`src/hw/rtl/smae_pkg.sv`:
```
// ============================================================================
// Stack machine executor package
// Shared widths, opcode and status codes, and arithmetic unit types.
// ============================================================================
`default_nettype none

package smae_pkg;

    // Default sizes of the stack
    localparam int STACK_DEPTH_DEF = 512;
    localparam int DATA_WIDTH_DEF  = 32;

    // Field widths of the stream beats
    localparam int OPCODE_W = 5;
    localparam int IMM_W    = 32;
    localparam int STATUS_W = 3;
    localparam int VALUE_W  = 32;
    localparam int DEPTH_W  = 10;

    // Input beat: opcode [4:0], immediate [36:5], zero pad [39:37]
    localparam int S_OPCODE_LSB = 0;
    localparam int S_IMM_LSB    = S_OPCODE_LSB + OPCODE_W;
    localparam int S_USED_W     = S_IMM_LSB + IMM_W;
    localparam int S_TDATA_W    = ((S_USED_W + 7) / 8) * 8;

    // Result beat: status [2:0], value [34:3], value_valid [35],
    // depth [45:36], zero pad [47:46]
    localparam int M_STATUS_LSB = 0;
    localparam int M_VALUE_LSB  = M_STATUS_LSB + STATUS_W;
    localparam int M_VALID_BIT  = M_VALUE_LSB + VALUE_W;
    localparam int M_DEPTH_LSB  = M_VALID_BIT + 1;
    localparam int M_USED_W     = M_DEPTH_LSB + DEPTH_W;
    localparam int M_TDATA_W    = ((M_USED_W + 7) / 8) * 8;

    // Instruction codes
    localparam logic [OPCODE_W-1:0] OP_HLT  = 5'd0;
    localparam logic [OPCODE_W-1:0] OP_NOP  = 5'd1;
    localparam logic [OPCODE_W-1:0] OP_PUSH = 5'd2;
    localparam logic [OPCODE_W-1:0] OP_POP  = 5'd3;
    localparam logic [OPCODE_W-1:0] OP_ADD  = 5'd4;
    localparam logic [OPCODE_W-1:0] OP_SUB  = 5'd5;
    localparam logic [OPCODE_W-1:0] OP_MUL  = 5'd6;
    localparam logic [OPCODE_W-1:0] OP_DIV  = 5'd7;
    localparam logic [OPCODE_W-1:0] OP_HCF  = 5'd20;

    // Result status codes
    localparam logic [STATUS_W-1:0] STAT_OK        = 3'd0;
    localparam logic [STATUS_W-1:0] STAT_HALTED    = 3'd1;
    localparam logic [STATUS_W-1:0] STAT_UNDERFLOW = 3'd2;
    localparam logic [STATUS_W-1:0] STAT_OVERFLOW  = 3'd3;
    localparam logic [STATUS_W-1:0] STAT_DIVZERO   = 3'd4;
    localparam logic [STATUS_W-1:0] STAT_FAULT     = 3'd5;
    localparam logic [STATUS_W-1:0] STAT_IGNORED   = 3'd6;

    // Operations of the shared arithmetic unit
    typedef enum logic [1:0] {
        ALU_ADD,
        ALU_SUB,
        ALU_MUL,
        ALU_DIV
    } alu_op_t;

    // Request from the sequencer to the arithmetic unit
    typedef struct packed {
        logic    start;
        alu_op_t op;
    } alu_req_t;

endpackage

`default_nettype wire

```
`src/hw/rtl/smae_alu.sv`:
```
// ============================================================================
// Stack machine shared arithmetic unit
// One adder/subtractor reused for add, subtract, shift-add multiply and
// restoring signed division, one step per cycle.
// ============================================================================
`default_nettype none

module smae_alu #(
    parameter int DATA_WIDTH = smae_pkg::DATA_WIDTH_DEF
) (
    input  wire logic                  aclk,
    input  wire logic                  aresetn,
    input  wire smae_pkg::alu_req_t    req,
    input  wire logic [DATA_WIDTH-1:0] operand_a,
    input  wire logic [DATA_WIDTH-1:0] operand_b,
    output logic                       done,
    output logic [DATA_WIDTH-1:0]      result
);
    import smae_pkg::*;

    localparam int CNT_W = $clog2(DATA_WIDTH);
    localparam logic [CNT_W-1:0] CNT_LAST = CNT_W'(DATA_WIDTH - 1);

    typedef enum logic [6:0] {
        A_IDLE = 7'b0000001,
        A_SUM  = 7'b0000010,
        A_MUL  = 7'b0000100,
        A_NEGA = 7'b0001000,
        A_NEGB = 7'b0010000,
        A_DIV  = 7'b0100000,
        A_NEGQ = 7'b1000000
    } alu_state_t;

    alu_state_t            state_reg, state_next;
    alu_op_t               op_reg, op_next;
    logic [DATA_WIDTH-1:0] x_reg, x_next;
    logic [DATA_WIDTH-1:0] y_reg, y_next;
    logic [DATA_WIDTH-1:0] z_reg, z_next;
    logic [CNT_W-1:0]      cnt_reg, cnt_next;
    logic                  negq_reg, negq_next;
    logic                  done_reg, done_next;
    logic [DATA_WIDTH-1:0] result_reg, result_next;

    logic [DATA_WIDTH:0]   add_x;
    logic [DATA_WIDTH:0]   add_y;
    logic                  add_sub;
    logic [DATA_WIDTH:0]   sum;

    // The single shared adder and its operand selection.
    always_comb begin
        add_x   = '0;
        add_y   = '0;
        add_sub = 1'b0;
        case (state_reg)
            A_SUM: begin
                add_x   = {1'b0, x_reg};
                add_y   = {1'b0, y_reg};
                add_sub = (op_reg == ALU_SUB);
            end
            A_MUL: begin
                add_x = {1'b0, x_reg};
                add_y = z_reg[0] ? {1'b0, y_reg} : '0;
            end
            A_NEGA, A_NEGQ: begin
                add_y   = {1'b0, z_reg};
                add_sub = 1'b1;
            end
            A_NEGB: begin
                add_y   = {1'b0, y_reg};
                add_sub = 1'b1;
            end
            A_DIV: begin
                add_x   = {x_reg, z_reg[DATA_WIDTH-1]};
                add_y   = {1'b0, y_reg};
                add_sub = 1'b1;
            end
            default: begin
                add_x = '0;
            end
        endcase
        sum = add_x + (add_y ^ {(DATA_WIDTH + 1){add_sub}})
            + {{DATA_WIDTH{1'b0}}, add_sub};
    end

    // Step sequencer of the unit.
    always_comb begin
        state_next  = state_reg;
        op_next     = op_reg;
        x_next      = x_reg;
        y_next      = y_reg;
        z_next      = z_reg;
        cnt_next    = cnt_reg;
        negq_next   = negq_reg;
        done_next   = 1'b0;
        result_next = result_reg;
        case (state_reg)
            A_IDLE: begin
                if (req.start) begin
                    op_next   = req.op;
                    cnt_next  = '0;
                    negq_next = operand_a[DATA_WIDTH-1] ^ operand_b[DATA_WIDTH-1];
                    x_next    = (req.op == ALU_ADD || req.op == ALU_SUB) ? operand_a : '0;
                    y_next    = (req.op == ALU_MUL) ? operand_a : operand_b;
                    z_next    = (req.op == ALU_MUL) ? operand_b : operand_a;
                    case (req.op)
                        ALU_ADD, ALU_SUB: state_next = A_SUM;
                        ALU_MUL:          state_next = A_MUL;
                        default:          state_next = A_NEGA;
                    endcase
                end
            end
            A_SUM: begin
                result_next = sum[DATA_WIDTH-1:0];
                done_next   = 1'b1;
                state_next  = A_IDLE;
            end
            A_MUL: begin
                // Accumulate the multiplicand for each set multiplier bit.
                x_next   = sum[DATA_WIDTH-1:0];
                y_next   = {y_reg[DATA_WIDTH-2:0], 1'b0};
                z_next   = {1'b0, z_reg[DATA_WIDTH-1:1]};
                cnt_next = cnt_reg + CNT_W'(1);
                if (cnt_reg == CNT_LAST) begin
                    result_next = sum[DATA_WIDTH-1:0];
                    done_next   = 1'b1;
                    state_next  = A_IDLE;
                end
            end
            A_NEGA: begin
                if (z_reg[DATA_WIDTH-1]) begin
                    z_next = sum[DATA_WIDTH-1:0];
                end
                state_next = A_NEGB;
            end
            A_NEGB: begin
                if (y_reg[DATA_WIDTH-1]) begin
                    y_next = sum[DATA_WIDTH-1:0];
                end
                state_next = A_DIV;
            end
            A_DIV: begin
                // Restoring division: one quotient bit per cycle.
                if (!sum[DATA_WIDTH]) begin
                    x_next = sum[DATA_WIDTH-1:0];
                    z_next = {z_reg[DATA_WIDTH-2:0], 1'b1};
                end else begin
                    x_next = {x_reg[DATA_WIDTH-2:0], z_reg[DATA_WIDTH-1]};
                    z_next = {z_reg[DATA_WIDTH-2:0], 1'b0};
                end
                cnt_next = cnt_reg + CNT_W'(1);
                if (cnt_reg == CNT_LAST) begin
                    state_next = A_NEGQ;
                end
            end
            A_NEGQ: begin
                result_next = negq_reg ? sum[DATA_WIDTH-1:0] : z_reg;
                done_next   = 1'b1;
                state_next  = A_IDLE;
            end
            default: begin
                state_next = A_IDLE;
            end
        endcase
    end

    // Control state.
    always_ff @(posedge aclk) begin
        if (!aresetn) begin
            state_reg <= A_IDLE;
            done_reg  <= 1'b0;
        end else begin
            state_reg <= state_next;
            done_reg  <= done_next;
        end
    end

    // Working registers.
    always_ff @(posedge aclk) begin
        op_reg     <= op_next;
        x_reg      <= x_next;
        y_reg      <= y_next;
        z_reg      <= z_next;
        cnt_reg    <= cnt_next;
        negq_reg   <= negq_next;
        result_reg <= result_next;
    end

    assign done   = done_reg;
    assign result = result_reg;

endmodule

`default_nettype wire

```
`config.mk`:
```
export PLATFORM = sky130hd
export DESIGN_NAME = smae_alu
export DESIGN_NICKNAME = d
export VERILOG_FILES = /design/src/hw/rtl/smae_pkg.sv /design/src/hw/rtl/smae_alu.sv
export SDC_FILE = /design/constraint.sdc
export NUM_CORES = 1
export LEC_CHECK = 0
export BUFFER_PORTS_ARGS = -buffer_cell sky130_fd_sc_hd__buf_4
export CORE_ASPECT_RATIO = 1.1
export CORE_UTILIZATION = 35
export DETAILED_ROUTE_END_ITERATION = 12
export SLEW_MARGIN = 5
export SYNTH_ARGS = -nofsm -noshare
export SYNTH_HDL_FRONTEND = slang
export SYNTH_SLANG_ARGS = --single-unit
```
`constraint.sdc`:
```
create_clock -name aclk -period 6.4 [get_ports aclk]
set_input_delay 0.64 -clock aclk [delete_from_list [all_inputs] [get_ports aclk]]
set_output_delay 0.64 -clock aclk [all_outputs]
set_load 0.02 [all_outputs]
```
Word-level counts from Yosys, hierarchy flattened
Cells that the tools add are included.

Flip-flop bits (word level): 144.

Bitwise operators: 2. Eq/ne operators: 16. Reduce and logical (&&, ||, !) cells: 23. Add/subtract/negate cells: 3. Muxes and demuxes: 29.

Operator list (count): $mux W32 (12); $pmux W32 S3 (4); $pmux W32 S4 (1); $pmux W33 S2 (1); $pmux W7 S5 (1); $add A33 B1 Y33 (1); $add A33 B33 Y33 (1); $xor A33 B33 Y33 (1); $mux W7 (3); $reduce_and A2 Y1 (6); $ne A2 B2 Y1 const B (5); $pmux W5 S2 (1); $reduce_or A2 Y1 (5); $reduce_and A3 Y1 (3); $reduce_bool A3 Y1 (3); $pmux W4 S2 (1); $eq A7 B1 Y1 const B (1); $eq A7 B2 Y1 const B (1); $eq A7 B3 Y1 const B (1); $eq A7 B4 Y1 const B (1); $eq A7 B5 Y1 const B (1); $eq A7 B6 Y1 const B (1); $eq A7 B7 Y1 const B (1); $add A5 B1 Y5 const B (1); other kinds (13) (16).

Depth between registers and ports, before layout
Word-level depth: 8. Mapped depth: 21.

Worst setup path after synthesis
Ideal clock, no wire load.

Path type: register to register. From: register state_reg[1]. To: register y_reg[0], enable pin. Clock period less this slack: 4920 ps. Library setup time: 467 ps. Setup slack: 1480 ps. Path buffers: 1. Cell stages (with the launch flop): 7. Data required time: 5933 ps. Arrival time: 4453 ps. Cells stage by stage: dfxtp_1 > or4_4 > or4b_2 > clkbuf_1 > nor2_1 > or2_2 > a21boi_0.

Word-level cells in the longest chain between the ends: 3. Elaborated cells on any way between the ends: 7.

RTL lines: from (decl) (RTL line smae_alu.sv:34) `alu_state_t state_reg, state_next;`; from (signal assigned) (RTL line smae_alu.sv:172) `state_reg <= state_next;`; $eq A7 B5 Y1 (tied with other cells) (RTL line smae_alu.sv:96) `case (state_reg)`; $ne A2 B2 Y1 (no line) or $reduce_bool A3 Y1 (tied branches); $reduce_and A3 Y1 (no line) (*); to (signal assigned) (RTL line smae_alu.sv:181) `y_reg <= y_next;`; to (decl) (RTL line smae_alu.sv:37) `logic [DATA_WIDTH-1:0] y_reg, y_next;`.

Every way passes the cells marked *; elsewhere a longest branch is shown, timed or not. A chain may end at the register's enable or synchronous reset.

Final worst setup path
From: register state_reg[1]. To: register x_reg[8] (data pin).

Word-level cells in the longest chain between the ends: 8. Elaborated cells on any way between the ends: 19.

RTL lines: $eq A7 B6 Y1 (tied with other cells) (RTL line smae_alu.sv:54, smae_alu.sv:96); $reduce_or A3 Y1 (no line) (tied with other cells); $pmux W32 S3 or $pmux W1 S2 (tied branches) (RTL line smae_alu.sv:54) `case (state_reg)`; $xor A33 B33 Y33 (RTL line smae_alu.sv:81) `sum = add_x + (add_y ^ {(DATA_WIDTH + 1){add_sub}})`; $add A33 B33 Y33 (RTL line smae_alu.sv:81); $add A33 B1 Y33 (RTL line smae_alu.sv:82) `+ {{DATA_WIDTH{1'b0}}, add_sub};`; $mux W32 (RTL line smae_alu.sv:143) `if (!sum[DATA_WIDTH]) begin`; $pmux W32 S3 (*) (RTL line smae_alu.sv:96); via x_next[8] (RTL line smae_alu.sv:36) `logic [DATA_WIDTH-1:0] x_reg, x_next;`; to (signal assigned) (RTL line smae_alu.sv:180) `x_reg <= x_next;`; to (decl) (RTL line smae_alu.sv:36).

Mark *: on every way through the listed nets, which the timed path passes. The rest lies on a longest branch.

==> results.json <==
{
  "antenna_found_initial": 0,
  "reg2reg_depth": 16,
  "period_needed_ps": 5560,
  "reg2reg_to": "x_reg[8]$_DFFE_PP_",
  "synth_flop_cell": "edfxtp_1",
  "cts_tree": "yes",
  "initial_utilization_pct": 35.9,
  "fin_ws_ps": 837,
  "whs_endpoint": "state_reg[1]$_SDFFE_PN0P_",
  "rows": 66,
  "dr_total_vias": 9564,
  "tightestPinTransition_ps": 975,
  "seq_area_mm2": 0.00424,
  "min-delay-start": "req[1]",
  "ys_seq_elements": 144,
  "synth_enable_flop_cells": 136,
  "synth_cells": 1101,
  "final_antenna_net_count": 0,
  "antenna_cells": 0,
  "dp_hpwl_um": 24000,
  "clock.fmax_mhz": 180,
  "pre_cts_slack_ps": 880,
  "fin_setup_tns_ps": 0,
  "num-fill-cells": 2896,
  "async_flop_share_pct": 0,
  "cap_violations": 0,
  "maxSlewHeadroom_pct": 35.0,
  "path_max_fanout": 31,
  "syn_to_final_growth_pct": 16.7,
  "clk_latency_ps": 450,
  "drt_iter0_markers": 952,
  "dr.pass1.iters": 7,
  "grt_max_degree": 65,
  "io_buffer_count": 101,
  "drc": 0,
  "peakVddDrop_mv": 0.117,
  "core_area_mm2": 0.0298,
  "hold_viol": 0,
  "yosysWarningCount": 0,
  "p_leak_nw": 4.85,
  "wire_per_inst_um": 21.6,
  "critPathKind": "reg -> reg",
  "io_pins": 102,
  "cp.arrival_ps": 5720,
  "die-area_mm2": 0.0313,
  "overflow": 0,
  "cts_hold_buf": 0,
  "slew_viol_final": 0,
  "skew_ps": 18.4,
  "syn_area_per_cell_um2": 9.73,
  "cts_buffers": 17,
  "crit_path_start_kind": "register",
  "wl_met1_um": 14500,
  "hold_class": "in -> reg",
  "grt.total_usage_pct": 21.7,
  "top_layer_used": "met4",
  "reg2reg_slack_ps": 840,
  "p_per_area_mw_per_mm2": 218,
  "outcome": "finished clean",
  "grt_pass1_vias": 9416,
  "cp.required_ps": 6560,
  "routed_via_density": 6.06,
  "cp-end-kind": "register",
  "whs_ps": 412,
  "ys_types": 78,
  "dr_wl_met2_um": 17200,
  "final-setup-viol-count": 0,
  "total_power_mw": 2.72,
  "drive_gt1_share_pct": 18.2,
  "synth_area_mm2": 0.0107,
  "yosysSeqAreaShare_pct": 39.6,
  "path_clk_slew_ps": 60,
  "route.met3.wl_um": 1610,
  "htreeDepth": 4,
  "ctsResizeCount": 0,
  "cts.sinks": 144,
  "die_y_um": 185,
  "hold_depth": 2,
  "cts_root_buf": "clkbuf_16",
  "die_w_um": 169,
  "cts_setup_buffers": 0,
  "final_util_pct": 42.0,
  "reg2reg_from": "state_reg[1]$_SDFFE_PN0P_",
  "gp_congestion": 0.898,
  "rsz0062_at_grt": "false",
  "grt_pass1_wl_um": 52700,
  "cts.path.max_buffers": 2,
  "multi_input_area_mm2": 0.00613,
  "wirelength_um": 34000,
  "period_share_pct": 86.9,
  "syn-num-nets": 1204,
  "finalNetCount": 1260
}
==> placed cells by master (no fill, tap or decap), types with 32 or more instances in the layout <==
cell type,netlist,routed
edfxtp_1,136,136
nand2_1,128,128
a22oi_1,55,55
a22o_1,32,32
a21oi_1,69,68
buf_4,0,124
and3_1,36,36
xnor2_1,45,45
ha_1,33,33
o21ai_0,42,42
nor2_1,37,37
mux2i_1,54,54
==> Yosys cell counts, types with 4 or more instances <==
cell | number | area [um^2]
nor3_1 | 33 | 165
a222oi_1 | 24 | 240
o21ai_0 | 42 | 210
inv_1 | 13 | 48.8
nand3_1 | 21 | 105
a211oi_1 | 5 | 37.5
and4_1 | 4 | 35.0
buf_2 | 5 | 25.0
o21a_1 | 4 | 30.0
a32oi_1 | 11 | 96.3
o21ai_1 | 20 | 100
a221oi_1 | 7 | 61.3
clkbuf_1 | 78 | 293
o21bai_1 | 8 | 60.1
o211ai_1 | 9 | 67.6
a221o_1 | 28 | 280
nor2_1 | 37 | 139
and3_1 | 36 | 225
xor2_1 | 15 | 131
a22oi_1 | 55 | 413
edfxtp_1 | 136 | 4080
nand2b_1 | 5 | 31.3
a22o_1 | 32 | 280
mux2i_1 | 54 | 541
mux2_2 | 26 | 293
a31oi_1 | 4 | 25.0
a21oi_1 | 69 | 345
or2_2 | 4 | 25.0
nand2_1 | 128 | 480
ha_1 | 33 | 413
xnor2_1 | 45 | 394
a21o_1 | 19 | 143
and2_1 | 10 | 62.6
nor2b_1 | 7 | 43.8
dfxtp_1 | 8 | 160
==> per-layer routing <==
metal  track usage, %  vias to the layer above
li1                 -                     4439
met1             27.1                     4731
met2             38.4                      337
met3             2.66                       57
met4             7.75                        0
met5                0                        -
==> worst max path at each step <==
stage,start,endpoint,slack (ps)
after floorplan,state_reg[1]$_SDFFE_PN0P_,y_reg[0]$_DFFE_PP_,1480
after global placement,state_reg[6]$_SDFFE_PN0P_,x_reg[18]$_DFFE_PP_,1070
after detailed placement,state_reg[6]$_SDFFE_PN0P_,x_reg[20]$_DFFE_PP_,880
after CTS,state_reg[1]$_SDFFE_PN0P_,x_reg[20]$_DFFE_PP_,860
after global routing,state_reg[1]$_SDFFE_PN0P_,x_reg[11]$_DFFE_PP_,470
final,state_reg[1]$_SDFFE_PN0P_,x_reg[8]$_DFFE_PP_,840
==> power by group <==
part,switching [mW],internal [mW],leakage [nW],total (mW)
Clock,0.418,0.652,0.292,1.07
Sequential,0.0947,1.17,1.34,1.26
Combinational,0.238,0.151,3.21,0.389
Total,0.750,1.97,4.85,2.72
==> cells by family (layout without fill, tap and decap cells) <==
kind of cell | after synthesis | after routing | synth area share, %
xor gates and xnor gates | 60 | 60 | 4.91
and+or+nand+nor | 311 | 311 | 14.3
adders and majority gates | 34 | 34 | 4.04
DFF | 144 | 144 | 39.6
muxes | 80 | 80 | 7.78
buffers and inverters | 101 | 170 | 3.74
AOI/OAI and AO/OA | 371 | 371 | 25.6
==> stage by stage <==
step	instance area, um^2	instances
after global placement	11900	1546
after detailed placement	11900	1546
after CTS	12500	1578
final	12500	1578
after global routing	12500	1578
after floorplan	10700	1101
==> critical path, stage by stage (launching register included) <==
cell and delay (ps):
dfxtp_1 360, or4_4 590, or3_1 470, o211ai_1 130, buf_4 390, a22oi_1 140, xnor2_1 160, ha_1 410
a21oi_1 200, o21ai_0 190, or4_1 480, nor4_1 360, nor2_1 190, o211ai_4 650, buf_12 240, mux2i_1 210
o21ai_1 80
==> layout make-up <==
cell class,instances,share of cell area (%)
clock inverter,10,1.07
multi-input combinational,856,49.0
inverter,13,0.390
timing repair buffer,125,7.60
clock buffer,22,3.87
tap,408,4.08
sequential,144,33.9
No activity file was read; power rests on OpenSTA's default activity.
